===== src/hw/rtl/acv_div_pipe.sv =====
// Pipelined restoring divider, one quotient bit per stage.
// Carries a sideband word alongside; standalone, no package needed.
`default_nettype none
module acv_div_pipe #(
   parameter int DW = 16,
   parameter int QB = 16,
   parameter int SW = 1
) (
   input  wire logic          clock,
   input  wire logic          reset,
   input  wire logic          valid_i,
   input  wire logic [DW-1:0] rem_i,
   input  wire logic [QB-1:0] num_i,
   input  wire logic [DW-1:0] den_i,
   input  wire logic [SW-1:0] side_i,
   output logic               valid_o,
   output logic [QB-1:0]      quo_o,
   output logic [SW-1:0]      side_o
);
   logic          valid_ff [QB];
   logic [DW-1:0] rem_ff   [QB];
   logic [QB-1:0] num_ff   [QB];
   logic [DW-1:0] den_ff   [QB];
   logic [SW-1:0] side_ff  [QB];

   for (genvar k = 0; k < QB; k++) begin : g_stage
      logic          valid_prev;
      logic [DW-1:0] rem_prev;
      logic [QB-1:0] num_prev;
      logic [DW-1:0] den_prev;
      logic [SW-1:0] side_prev;
      logic [DW:0]   acc;
      logic          take;

      if (k == 0) begin : g_first
         assign valid_prev = valid_i;
         assign rem_prev   = rem_i;
         assign num_prev   = num_i;
         assign den_prev   = den_i;
         assign side_prev  = side_i;
      end else begin : g_next
         assign valid_prev = valid_ff[k-1];
         assign rem_prev   = rem_ff[k-1];
         assign num_prev   = num_ff[k-1];
         assign den_prev   = den_ff[k-1];
         assign side_prev  = side_ff[k-1];
      end

      // Shift in the next dividend bit; quotient bits fill the vacated low end.
      assign acc  = {rem_prev, num_prev[QB-1]};
      assign take = acc >= {1'b0, den_prev};

      always_ff @(posedge clock) begin
         if (reset) begin
            valid_ff[k] <= 1'b0;
         end else begin
            valid_ff[k] <= valid_prev;
         end
      end

      always_ff @(posedge clock) begin
         rem_ff[k]  <= take ? DW'(acc - {1'b0, den_prev}) : DW'(acc);
         num_ff[k]  <= {num_prev[QB-2:0], take};
         den_ff[k]  <= den_prev;
         side_ff[k] <= side_prev;
      end
   end

   assign valid_o = valid_ff[QB-1];
   assign quo_o   = num_ff[QB-1];
   assign side_o  = side_ff[QB-1];

endmodule
`default_nettype wire


===== config.mk =====
export PLATFORM = sky130hd
export DESIGN_NAME = acv_div_pipe
export DESIGN_NICKNAME = d
export VERILOG_FILES = /design/src/hw/rtl/acv_div_pipe.sv
export SDC_FILE = /design/constraint.sdc
export NUM_CORES = 1
export LEC_CHECK = 0
export ABC_AREA = 1
export CAP_MARGIN = 20
export CORE_ASPECT_RATIO = 0.6
export CORE_MARGIN = 2
export CORE_UTILIZATION = 30
export CTS_CLUSTER_DIAMETER = 30
export CTS_CLUSTER_SIZE = 8
export DETAILED_ROUTE_END_ITERATION = 8
export DONT_BUFFER_PORTS = 1
export PLACE_DENSITY = 0.52
export RECOVER_POWER = 50
export SYNTH_ARGS = -nofsm -noshare
export SYNTH_HDL_FRONTEND = slang
export SYNTH_SLANG_ARGS = --single-unit

===== constraint.sdc =====
create_clock -name clock -period 4.75 [get_ports clock]
set_clock_uncertainty 0.05 [all_clocks]
set_input_delay 0.95 -clock clock [delete_from_list [all_inputs] [get_ports clock]]
set_output_delay 0.95 -clock clock [all_outputs]
set_load 0.005 [all_outputs]

Word-level counts from Yosys, hierarchy flattened

Memories as Yosys holds them, arrays and structs flattened.
Index checks and enable logic that the tools add are counted.

Flip-flop bits (word level): 0
Input port bits: 52
Output and inout bits: 18
Memories kept: 5
RAM bits: 800

Bitwise operators: 16
Magnitude comparators: 16
$add $sub $neg: 16
Multiplexer cells: 35

Memories:

| memory   | words | width | read ports | clocked after memory_dff | write ports | line | source |
|---|---|---|---|---|---|---|---|
| den_ff   | 16    | 16    | 15         | 0                        | 16          | 23   | `logic [DW-1:0] den_ff [QB];` |
| num_ff   | 16    | 16    | 16         | 0                        | 16          | 22   | `logic [QB-1:0] num_ff [QB];` |
| rem_ff   | 16    | 16    | 15         | 0                        | 16          | 21   | `logic [DW-1:0] rem_ff [QB];` |
| side_ff  | 16    | 1     | 16         | 0                        | 16          | 24   | `logic [SW-1:0] side_ff [QB];` |
| valid_ff | 16    | 1     | 16         | 0                        | 16          | 20   | `logic valid_ff [QB];` |

Operator list:

| kind                                             | number |
|---|---|
| 17-bit by 16-bit >= comparator with 1-bit output | 16 |
| 16-bit two-way mux                               | 16 |
| 16-bit subtractor                                | 16 |
| 1-bit two-way mux                                | 19 |
| 1-bit bitwise OR                                 | 16 |

Depth between registers and ports, before layout

Word-level depth: 3
Mapped depth: 15
Depth with buffers taken out: 13

Worst setup path before layout

Ideal clock, no wire load.

Path kind: input-to-reg
Start: input den_i[10]
End: memory rem_ff[0][7]
Data required time: 4.588 ns
Library setup time: 0.112 ns
Cell stages on the path: 13
Slack: 2.372 ns
Arrival time: 2.215 ns
Path buffers: 1
Path through: inv_1 -> ha_1 -> nand2_1 -> inv_1 -> nand2_1 -> nor2_2 -> nand3b_1 -> nand2_1 -> nor2_4 -> nand2_4 -> buf_12 -> nand2_2 -> nand2_1

RTL lines:

| what            | line | source |
|---|---|---|
| start, declared | 14   | `input wire logic [DW-1:0] den_i,` |
| end, declared   | 21   |  |

==> qor.yml <==
yosys:
  synthTopCellsByCount: "1827 x nand2_1, 976 x inv_1, 768 x dfxtp_1, 393 x nand3_1, 256 x ha_1"
  synth_top_cell_by_area: "dfxtp_1"
  syn_nets: 5383
  syn_inst: 5060
  ys_async_sr_fraction: 0
  yosysMostFrequentCell: "nand2_1"
  synth_flop_cell: "dfxtp_1"
  synth_area_per_cell_um2: 7.21
  ys_types: 44
  synth_edf_count: 0
  yosys-top-cells-area: "dfxtp_1 42%, nand2_1 19%, inv_1 10%, ha_1 8.8%, nand3_1 5.4%"
  ys_seq_area_frac: 0.421
  ys_ff_latch: 768
  ys_warn_count: 0
  synth_top_area_share: 0.421
  synth_area_um2: 36500
route:
  wl_per_cell_um: 14.4
  postRouteAntennaNets: 0
  dr.pass1.iters: 6
  drc: 0
  drt_iter0_markers: 2431
  via_count: 30000
  wl_um: 99000
  drt-vias-per-instance: 4.36
sta:
  grt_setup_unrepaired: "no"
  finalHoldViolations: 0
  hold_slack_ps: 184
  slew_headroom: 0.629
  maxSlewViolCount: 0
  timing.final.crit_share: 0.550
  tns_ps: 0
  setup_viol_count_final: 0
  fmaxAchievable_mhz: 383
  period_minus_slack_ps: 2610
  worst_pin_slew_ps: 555
setup_path:
  end_kind: "register"
  worst_path_largest_cell_delay_ps: 600
  critPathSlowestCell: "dfxtp_1"
  cp_max_fo: 17
  crit_top_cell: "nand2_1"
  startpoint_type: "register"
  arrival_ps: 3160
  worst_ep_required_time_ps: 5300
  path_cells: "inv_1 > ha_1 > nand2_1 > inv_1 > nand2_1 > nor2_1 > nand3b_1 > nand2_1 > nor2_4 > nand2_4 > nand2_1 > nand2_1"
  critPathKind: "register to register"
final_layout:
  syn2layout_area_growth_pct: 18.1
  nets: 5480
  layout-drive-gt1-share: 0.0725
die:
  io_pins: 70
  dieArea_um2: 125000
  rows: 99
  fp.dieW_um: 454
  die_y_um: 274
  core_um2: 121000
  start_util: 0.301
placement:
  io_buffers: 0
  routabilityCongestion: 0.908
  hpwl_um: 78700
grt:
  overflow: 0
  antenna_found_initial: 2
  grt_pass1_wl_um: 159000
  grt_usage: 0.162
  grt_max_degree: 21
  first_global_vias: 28800
cts:
  htreeDepth: 4
  cts_tree: "done"
  cts_resized: 0
  cts_made_buffers: 149
  clk_path_buf_depth: 3
  clk_latency_ps: 740
  cts-root-buf: "clkbuf_16"
  cts_num_sinks: 768
  ctsHoldBuffers: 0
  clkSlewWorstSetupHoldPaths_ps: 50
  cts_setup_buffers: 0
pwr:
  p_per_area_nw_per_um2: 761
  leakage_nw: 23.8
  irDropWorstVdd_mv: 0.404
flow_run:
  drv_cap: 0
worst_hold_path:
  min_path_type: "input pin to register"
run_status:
  run_status: "finished, final reports clean"
## layer usage
| metal | global-route usage | up-vias | wire length (um) |
|---|---|---|---|
| met2 | 0.208 | 808 | 35000 |
| met5 | 0 | - | 0 |
| met3 | 0.0441 | 113 | 7980 |
| met4 | 0.0453 | 0 | 1520 |
| li1 | - | 15600 | - |
| met1 | 0.256 | 13400 | 54500 |
## cell usage in the layout, fill, tap and decap left out, drive strengths merged
master    synthesis  final
nand2          1899   1899
clkinv            0     28
dfxtp           768    768
o21ai            10     10
xnor2            21     21
nand4            74     74
or2               7      7
a21oi           137    137
bufinv            0     18
a21o              1      1
nor4              4      4
and2             15     15
nor3             40     40
o21a             15     15
nand3b           39     39
o21bai           10     10
nor2            214    214
ha              256    256
clkinvlp          0     11
diode             0      2
nor3b             1      1
a21boi            2      2
inv             991   1001
xor2             73     73
clkbuf            4    179
and3              6      6
fa               15     15
nand3           408    408
## where the power goes
group / leakage (nW) / total, mW / switching [mW] / internal [mW]
Sequential: 6.47 / 9.38 / 1.09 / 8.29
Clock: 2.42 / 10.3 / 3.40 / 6.94
Combinational: 14.9 / 13.1 / 8.66 / 4.39
Total: 23.8 / 32.8 / 13.2 / 19.6
## critical path, delay by kind of cell, from the launching register on
family,cells,cell delay (ps)
simple gates,9,1280
flops,1,600
fa+ha+maj,1,340
buf+inv,2,180
## registers in the layout (all words and copies together), names as in the netlist
| name | flops |
|---|---|
| valid_ff | 16 |
| side_ff | 16 |
| den_ff | 240 |
| num_ff | 256 |
| rem_ff | 240 |
## worst paths after layout
check | from | end | slack, ps | cells after the start
max | den_ff[1][14] | rem_ff[1][27] | 2140 | 12
min | num_i[12] | num_ff[0][13] | 180 | 0
max reg2reg | den_ff[1][14] | rem_ff[1][27] | 2140 | 12
min reg2reg | num_ff[0][76] | num_ff[0][93] | 260 | 0
## cell type report
type                            instances  area (um2)
Antenna cell                            2        5.00
Clock buffer                          179        4000
Clock inverter                         67         991
Fill cell                           12800       78100
Inverter                              991        3720
Multi-Input combinational cell       3247       17000
Sequential cell                       768       15400
Tap cell                             1616        2020
## metrics by stage
stage / cells / utilization / setup WS, ps / total power [mW] / instance area, um2
3_5_place_dp: 6622 / 0.314 / 1820 / 22.4 / 38100
3_3_place_gp: 6622 / 0.314 / 1860 / 22.3 / 38100
4_1_cts: 6868 / 0.356 / 2190 / 33.0 / 43100
2_1_floorplan: 5060 / - / 2370 / 19.1 / 36500
5_1_grt: 6869 / 0.356 / 1940 / 35.6 / 43100
6_report: 6870 / 0.356 / 2140 / 32.8 / 43100
## kinds of logic after synthesis
kind of cell | count (synthesis) | synth area share
AND/OR/NAND/NOR | 2707 | 0.320
buffers and inverters | 1045 | 0.114
XOR/XNOR | 94 | 0.0226
adder cells (fa/ha/maj) | 271 | 0.0960
AO/OA/AOI/OAI | 175 | 0.0262
flip-flops | 768 | 0.421
(Power assumes the default switching activity.)
