===== config.mk =====
export PLATFORM = sky130hd
export DESIGN_NAME = acv_isqrt_pipe
export DESIGN_NICKNAME = d
export VERILOG_FILES = /design/src/hw/rtl/acv_isqrt_pipe.sv
export SDC_FILE = /design/constraint.sdc
export NUM_CORES = 1
export LEC_CHECK = 0
export ABC_AREA = 1
export ABC_CLOCK_PERIOD_IN_PS = 2200
export BUFFER_PORTS_ARGS = -buffer_cell sky130_fd_sc_hd__buf_2
export CAP_MARGIN = 10
export CORE_UTILIZATION = 35
export DETAILED_ROUTE_END_ITERATION = 8
export REMOVE_ABC_BUFFERS = 1
export SKIP_CTS_REPAIR_TIMING = 1
export SLEW_MARGIN = 20
export SYNTH_ARGS = -nofsm -noshare
export SYNTH_HDL_FRONTEND = slang
export SYNTH_SLANG_ARGS = --single-unit

===== constraint.sdc =====
create_clock -name clock -period 2.2 [get_ports clock]
set_clock_uncertainty 0.15 [all_clocks]
set_input_delay 0.22 -clock clock [delete_from_list [all_inputs] [get_ports clock]]
set_output_delay 0.22 -clock clock [all_outputs]
set_load 0.03 [all_outputs]

===== src/hw/rtl/acv_isqrt_pipe.sv =====
// Pipelined integer square root, one result bit per stage.
// Carries a sideband word alongside; standalone, no package needed.
`default_nettype none
module acv_isqrt_pipe #(
   parameter int W  = 32,
   parameter int SW = 1
) (
   input  wire logic          clock,
   input  wire logic          reset,
   input  wire logic          valid_i,
   input  wire logic [W-1:0]  x_i,
   input  wire logic [SW-1:0] side_i,
   output logic               valid_o,
   output logic [W/2-1:0]     root_o,
   output logic [SW-1:0]      side_o
);
   localparam int K  = W / 2;
   localparam int HW = W / 2;
   localparam int RW = HW + 1;

   logic          valid_ff [K];
   logic [W-1:0]  x_ff     [K];
   logic [HW-1:0] root_ff  [K];
   logic [RW-1:0] rem_ff   [K];
   logic [SW-1:0] side_ff  [K];

   for (genvar k = 0; k < K; k++) begin : g_stage
      logic          valid_prev;
      logic [W-1:0]  x_prev;
      logic [HW-1:0] root_prev;
      logic [RW-1:0] rem_prev;
      logic [SW-1:0] side_prev;
      logic [RW+1:0] acc;
      logic [RW+1:0] trial;
      logic          take;

      if (k == 0) begin : g_first
         assign valid_prev = valid_i;
         assign x_prev     = x_i;
         assign root_prev  = '0;
         assign rem_prev   = '0;
         assign side_prev  = side_i;
      end else begin : g_next
         assign valid_prev = valid_ff[k-1];
         assign x_prev     = x_ff[k-1];
         assign root_prev  = root_ff[k-1];
         assign rem_prev   = rem_ff[k-1];
         assign side_prev  = side_ff[k-1];
      end

      // Bring down two bits and try root*4+1 against the partial remainder.
      assign acc   = {rem_prev, x_prev[W-1 -: 2]};
      assign trial = (RW+2)'({root_prev, 2'b01});
      assign take  = acc >= trial;

      always_ff @(posedge clock) begin
         if (reset) begin
            valid_ff[k] <= 1'b0;
         end else begin
            valid_ff[k] <= valid_prev;
         end
      end

      always_ff @(posedge clock) begin
         x_ff[k]    <= x_prev << 2;
         root_ff[k] <= {root_prev[HW-2:0], take};
         rem_ff[k]  <= take ? RW'(acc - trial) : RW'(acc);
         side_ff[k] <= side_prev;
      end
   end

   assign valid_o = valid_ff[K-1];
   assign root_o  = root_ff[K-1];
   assign side_o  = side_ff[K-1];

endmodule
`default_nettype wire


# Word-level counts from Yosys, hierarchy flattened
# Memories as Yosys holds them, arrays and structs flattened.
# Index checks and enable logic that the tools add are counted.
# word_totals
register_bits	0
ram_bits	1040
wordCells	88
mem_count	5
# op_classes
n_addsub	16
n_lt_le_gt_ge	16
muxes	35
bitwise	16
# mem_list
name	words	word_bits	read_ports	rd_ports_with_merged_regs	wr	line	text
x_ff	16	30	15	0	16	22	logic [W-1:0] x_ff [K];
rem_ff	16	17	15	0	16	24	logic [RW-1:0] rem_ff [K];
root_ff	16	16	16	0	16	23	logic [HW-1:0] root_ff [K];
side_ff	16	1	16	0	16	25	logic [SW-1:0] side_ff [K];
valid_ff	16	1	16	0	16	21	logic valid_ff [K];
# op_table
op	count
>= comparator 19 x 18 -> 1 bit	15
2-to-1 mux 17 bit	16
subtractor 17 bit	15
2-to-1 mux 1 bit	19
bitwise OR 1 bit	16
subtractor 2 x 1 -> 3 bit, second input constant	1
>= comparator 2 x 1 -> 1 bit, second input constant	1

# Longest topological paths before layout
# logic_depth
ltp_word	3
depth_mapped	14
depth_no_buf	14

# Worst setup path before layout
# No wires, ideal clock.
# synth_timing
path_kind	register to register
from	mem root_ff[1][72] in the netlist's numbering
to	mem rem_ff[1][101] in the netlist's numbering
arrival_ns	1.618
t_required_ns	1.942
slack_ns	0.324
stages_incl_launch_ff	14
path_buffers	1
synth_period_minus_slack_ns	1.876
cell_sequence	dfxtp_1 inv_1 ha_1 nand2_1 inv_2 nand2_1 inv_1 nand2_1 nand3_2 nand2_2 nand3_4 buf_8 nand2_1 inv_2
# synth_rtl
element	line
start, declared	23
end, declared	24

==> results.md <==
Outcome:
- The run finished with clean final reports.

Clock tree:
- The clock tree synthesis step divided the H-tree into 3 levels.
- The clock root buffer is sky130_fd_sc_hd__clkbuf_16.
- The CTS tree is yes.
- The longest clock path from root to sink contains 3 buffers.
- Clock latency on the worst-skew pair, taken at its later pin, is 610 ps.
- The clock slew at the register clock pins of the worst setup and hold paths is 60 ps.
- The CTS buffer count is 71.
- Counting every sink on the clock net gives 645.

Power and ir drop:
- VDD sags by at most 0.7358 mV.
- The leakage power total is 0.01721 uW.
- Dividing total power by cell area gives a power density of 1183 nW/um^2.

Route:
- After detailed routing, the average wire length per cell comes to 12.61 um.
- In this run, the number of DRC markers left after iteration 0 of detailed routing was 1109.
- Wire segments on met3 add up to 2.640 mm in the final route.
- The highest layer used for signal routing is met4.
- The DRC violation count after routing is 0.
- The routed design uses 27.28 mm of met2 wire.
- The post-route met1 wirelength is 28.73 mm.
- In this run the remaining antenna-violating nets after routing total 0.
- The number of optimization iterations in the first detailed-route pass is 7.
- Summing over every cut layer, the via total after detailed routing is 21.07k.
- The final wirelength is 60.21 mm.
- The per-cell via count in the routed design is 4.414.

Logic synthesis:
- The share of synthesized area occupied by flip-flops and latches is 48.34%.
- Summing the areas of all xor and xnor instances in the mapped netlist gives 2.623% of the synthesized area.
- The count of different cell masters after synthesis is 48.
- By area the synthesized netlist is led by sky130_fd_sc_hd__dfxtp_1 (48%), sky130_fd_sc_hd__nand2_1 (16%), sky130_fd_sc_hd__inv_1 (8.9%).
- The portion of netlist area occupied by mux cells is 0%.
- The synthesized instance count is 3504.
- The top cell type by total area after synthesis is sky130_fd_sc_hd__dfxtp_1.
- The area of the mapped netlist is 26710 um^2.
- In this run, synthesis produced a sequential element count of 645.
- The adder-cell share of the synthesized area is 7.120%.
- The async set-reset flop share out of synthesis is 0%.
- The mean cell area of the mapped netlist is 7.623 um^2.
- The complex-gate fraction of the synthesized area is 4.085%.
- By area, the combinational part of the netlist is dominated by simple AND/OR/NAND/NOR gates.
- The area fraction in and, or, nand and nor cells after synthesis is 27.82%.
- The count of synthesis-stage warnings from yosys is 0.
- Of the post-synthesis cell area, the dominant cell type holds 48.34%.
- For this run, the leading register cell type out of synthesis is sky130_fd_sc_hd__dfxtp_1.
- Yosys mapped a number of flops with a built-in enable equal to 0.

Final layout:
- After filler insertion, the fill cell instance count of the layout stands at 7536.
- The final non-filler cell area is 32110 um^2.
- The number of antenna diodes in the final layout is 0.
- Leaving out fill and tap cells, the most frequent cell in the layout is sky130_fd_sc_hd__nand2_1.
- At the end of the flow, the number of nets in the layout was 3937.
- In the final layout, the multi-input gates occupy 11480 um^2.
- The proportion of layout cells with a drive suffix above 1 is 10.83%.
- The top cell types in the final layout, fill and taps aside, are sky130_fd_sc_hd__nand2_1 (1116), sky130_fd_sc_hd__dfxtp_1 (635), sky130_fd_sc_hd__inv_1 (633).
- At the end of the flow the core is filled with cells to 42.84%.
- Summing all flip-flop and latch instances after layout gives 12920 um^2.
- The layout overhead on the synthesized area is 20.20%.

STA:
- Subtracting the final worst setup slack from the clock period gives 2102 ps.
- The fraction of the cycle the final worst path needs is 95.56%.
- The worst slew margin relative to its limit is 63.20%.
- Setup violations remaining at the end of the flow were counted as 0.
- Timing would allow up to 0.4757 GHz.
- The number of endpoints with negative hold slack in the final report was 0.
- The max-slew violation count is 0.
- Setup repair after global routing could not meet its margin everywhere.
- At the pin with the least slew margin, the transition time is 546.2 ps.

Worst hold path:
- The worst min-delay path class is in -> reg.

Placed design:
- Buffers placed on the I/O ports in this run total 53.
- The wire-length estimate of the detail-placed layout is 46.43 mm.
- The placed instance area is 28770 um^2.
- The congestion estimate from routability-driven global placement came to 0.8944.

Global route:
- The residual overflow from global routing is 0.
- The pin count of the biggest net entering global routing is 20.
- The total global routing track utilization is 15.34%.
- The number of global-route vias before repair is 19.91k.
- The global-route wire length before repair is 97.36 mm.
- The number of antenna violations at the first check in global routing is 0.

Setup path:
- The path type of the worst setup path is reg -> reg.
- At the worst endpoint, the arrival time is 2500 ps.
- STA classifies the critical path endpoint as a flip-flop.
- In this design, the largest share of critical-path delay is due to simple AND/OR/NAND/NOR gates.
- Together, buffers and inverters on the worst path number 3.
- The critical path data required time is 2600 ps.
- On the critical path, the stage with the largest delay is an instance of sky130_fd_sc_hd__dfxtp_1.
- The worst setup path is launched from a flip-flop.
- Traced cell by cell, the critical path runs through inv_1 -> ha_1 -> inv_1 -> nor2_1 -> nor2_1 -> nor2_2 -> nand3b_1 -> nor2_4 -> buf_12 -> nand2_1 -> nand2_1.
- Of all nets on the critical path, the largest fanout is 15.
- On the worst path, the slowest cell contributes a delay of 350 ps.

Die:
- Once the floorplan was initialized, standard cells occupied 35.64% of the core.
- The floorplan has 100 rows.
- Measured along the y axis, the die boundary spans 278.3 um.
- The floorplan step defined a die boundary enclosing 77430 um^2.
- During I/O placement, the number of pins put on the boundary was 54.
- The core box area is 74950 um^2.
- The die is 278.3 um wide.

Job:
- The max-capacitance violation count is 0.
power by group:
group | switching (uW) | total [uW] | internal (uW)
Combinational | 6370 | 10300 | 3950
Clock | 4720 | 12200 | 7510
Sequential | 1560 | 15400 | 13900
final timing paths:
kind / endpoint / from / slack, ps / cells after the start
worst max-delay path: rem_ff[1][19]$_DFF_P_ / root_ff[1][0]$_DFF_P_ / 100 / 11
worst min register to register: x_ff[1][119]$_DFF_P_ / x_ff[1][87]$_DFF_P_ / 160 / 0
worst max register to register: rem_ff[1][19]$_DFF_P_ / root_ff[1][0]$_DFF_P_ / 100 / 11
worst min-delay path: x_ff[0][26]$_DFF_P_ / x_i[26] / 80 / 2
logic make-up after synthesis:
group / after synthesis
fa+ha+maj: 152
flops: 645
compound gates: 205
buf+inv: 681
other cells: 1
simple gates: 1740
xor+xnor: 80
registers in the layout, indices dropped and copies added (netlist names):
register  count
valid_ff     16
x_ff        240
rem_ff      237
root_ff     136
side_ff      16
final cells by class:
type                    instances  share of cell area, %
clock buffers                 104                  6.551
clock inverters                24                  1.173
inverters                     642                  7.529
multi-input cells            2182                  35.76
flip-flops and latches        645                  40.25
well taps                     969                  3.776
repair buffers                207                  4.953
cells in the mapped netlist, drive strengths merged (23+ instances only):
cell and n:
buf 32, xor2 57, nand3 178, nor2 231, nor3 42, dfxtp 645, a21oi 116, ha 152
nand4 103, nand2 1135, nand3b 28, o21ai 76, xnor2 23, inv 642
layer usage:
metal / vias up / GRT usage [%]
met2: 399 / 25.21
met5: - / 0
met1: 9274 / 20.30
met3: 99 / 2.628
met4: 0 / 5.142
li1: 11300 / -
through the flow:
stage | setup WS (ps) | total power [uW] | cells | setup TNS (ps) | hold WS [ps]
3_3_place_gp | -213.2 | 25530 | 4596 | -3037 | 159.9
4_1_cts | -259.0 | 38070 | 4724 | -4346 | -498.8
3_5_place_dp | -223.3 | 25590 | 4596 | -3546 | 162.1
2_1_floorplan | 81.48 | 22440 | 3465 | 0 | 97.72
5_1_grt | -11.61 | 40670 | 4773 | -24.23 | 55.93
6_report | 97.75 | 37970 | 4773 | 0 | 84.64
Note: power is estimated with default switching activity, not from simulation.
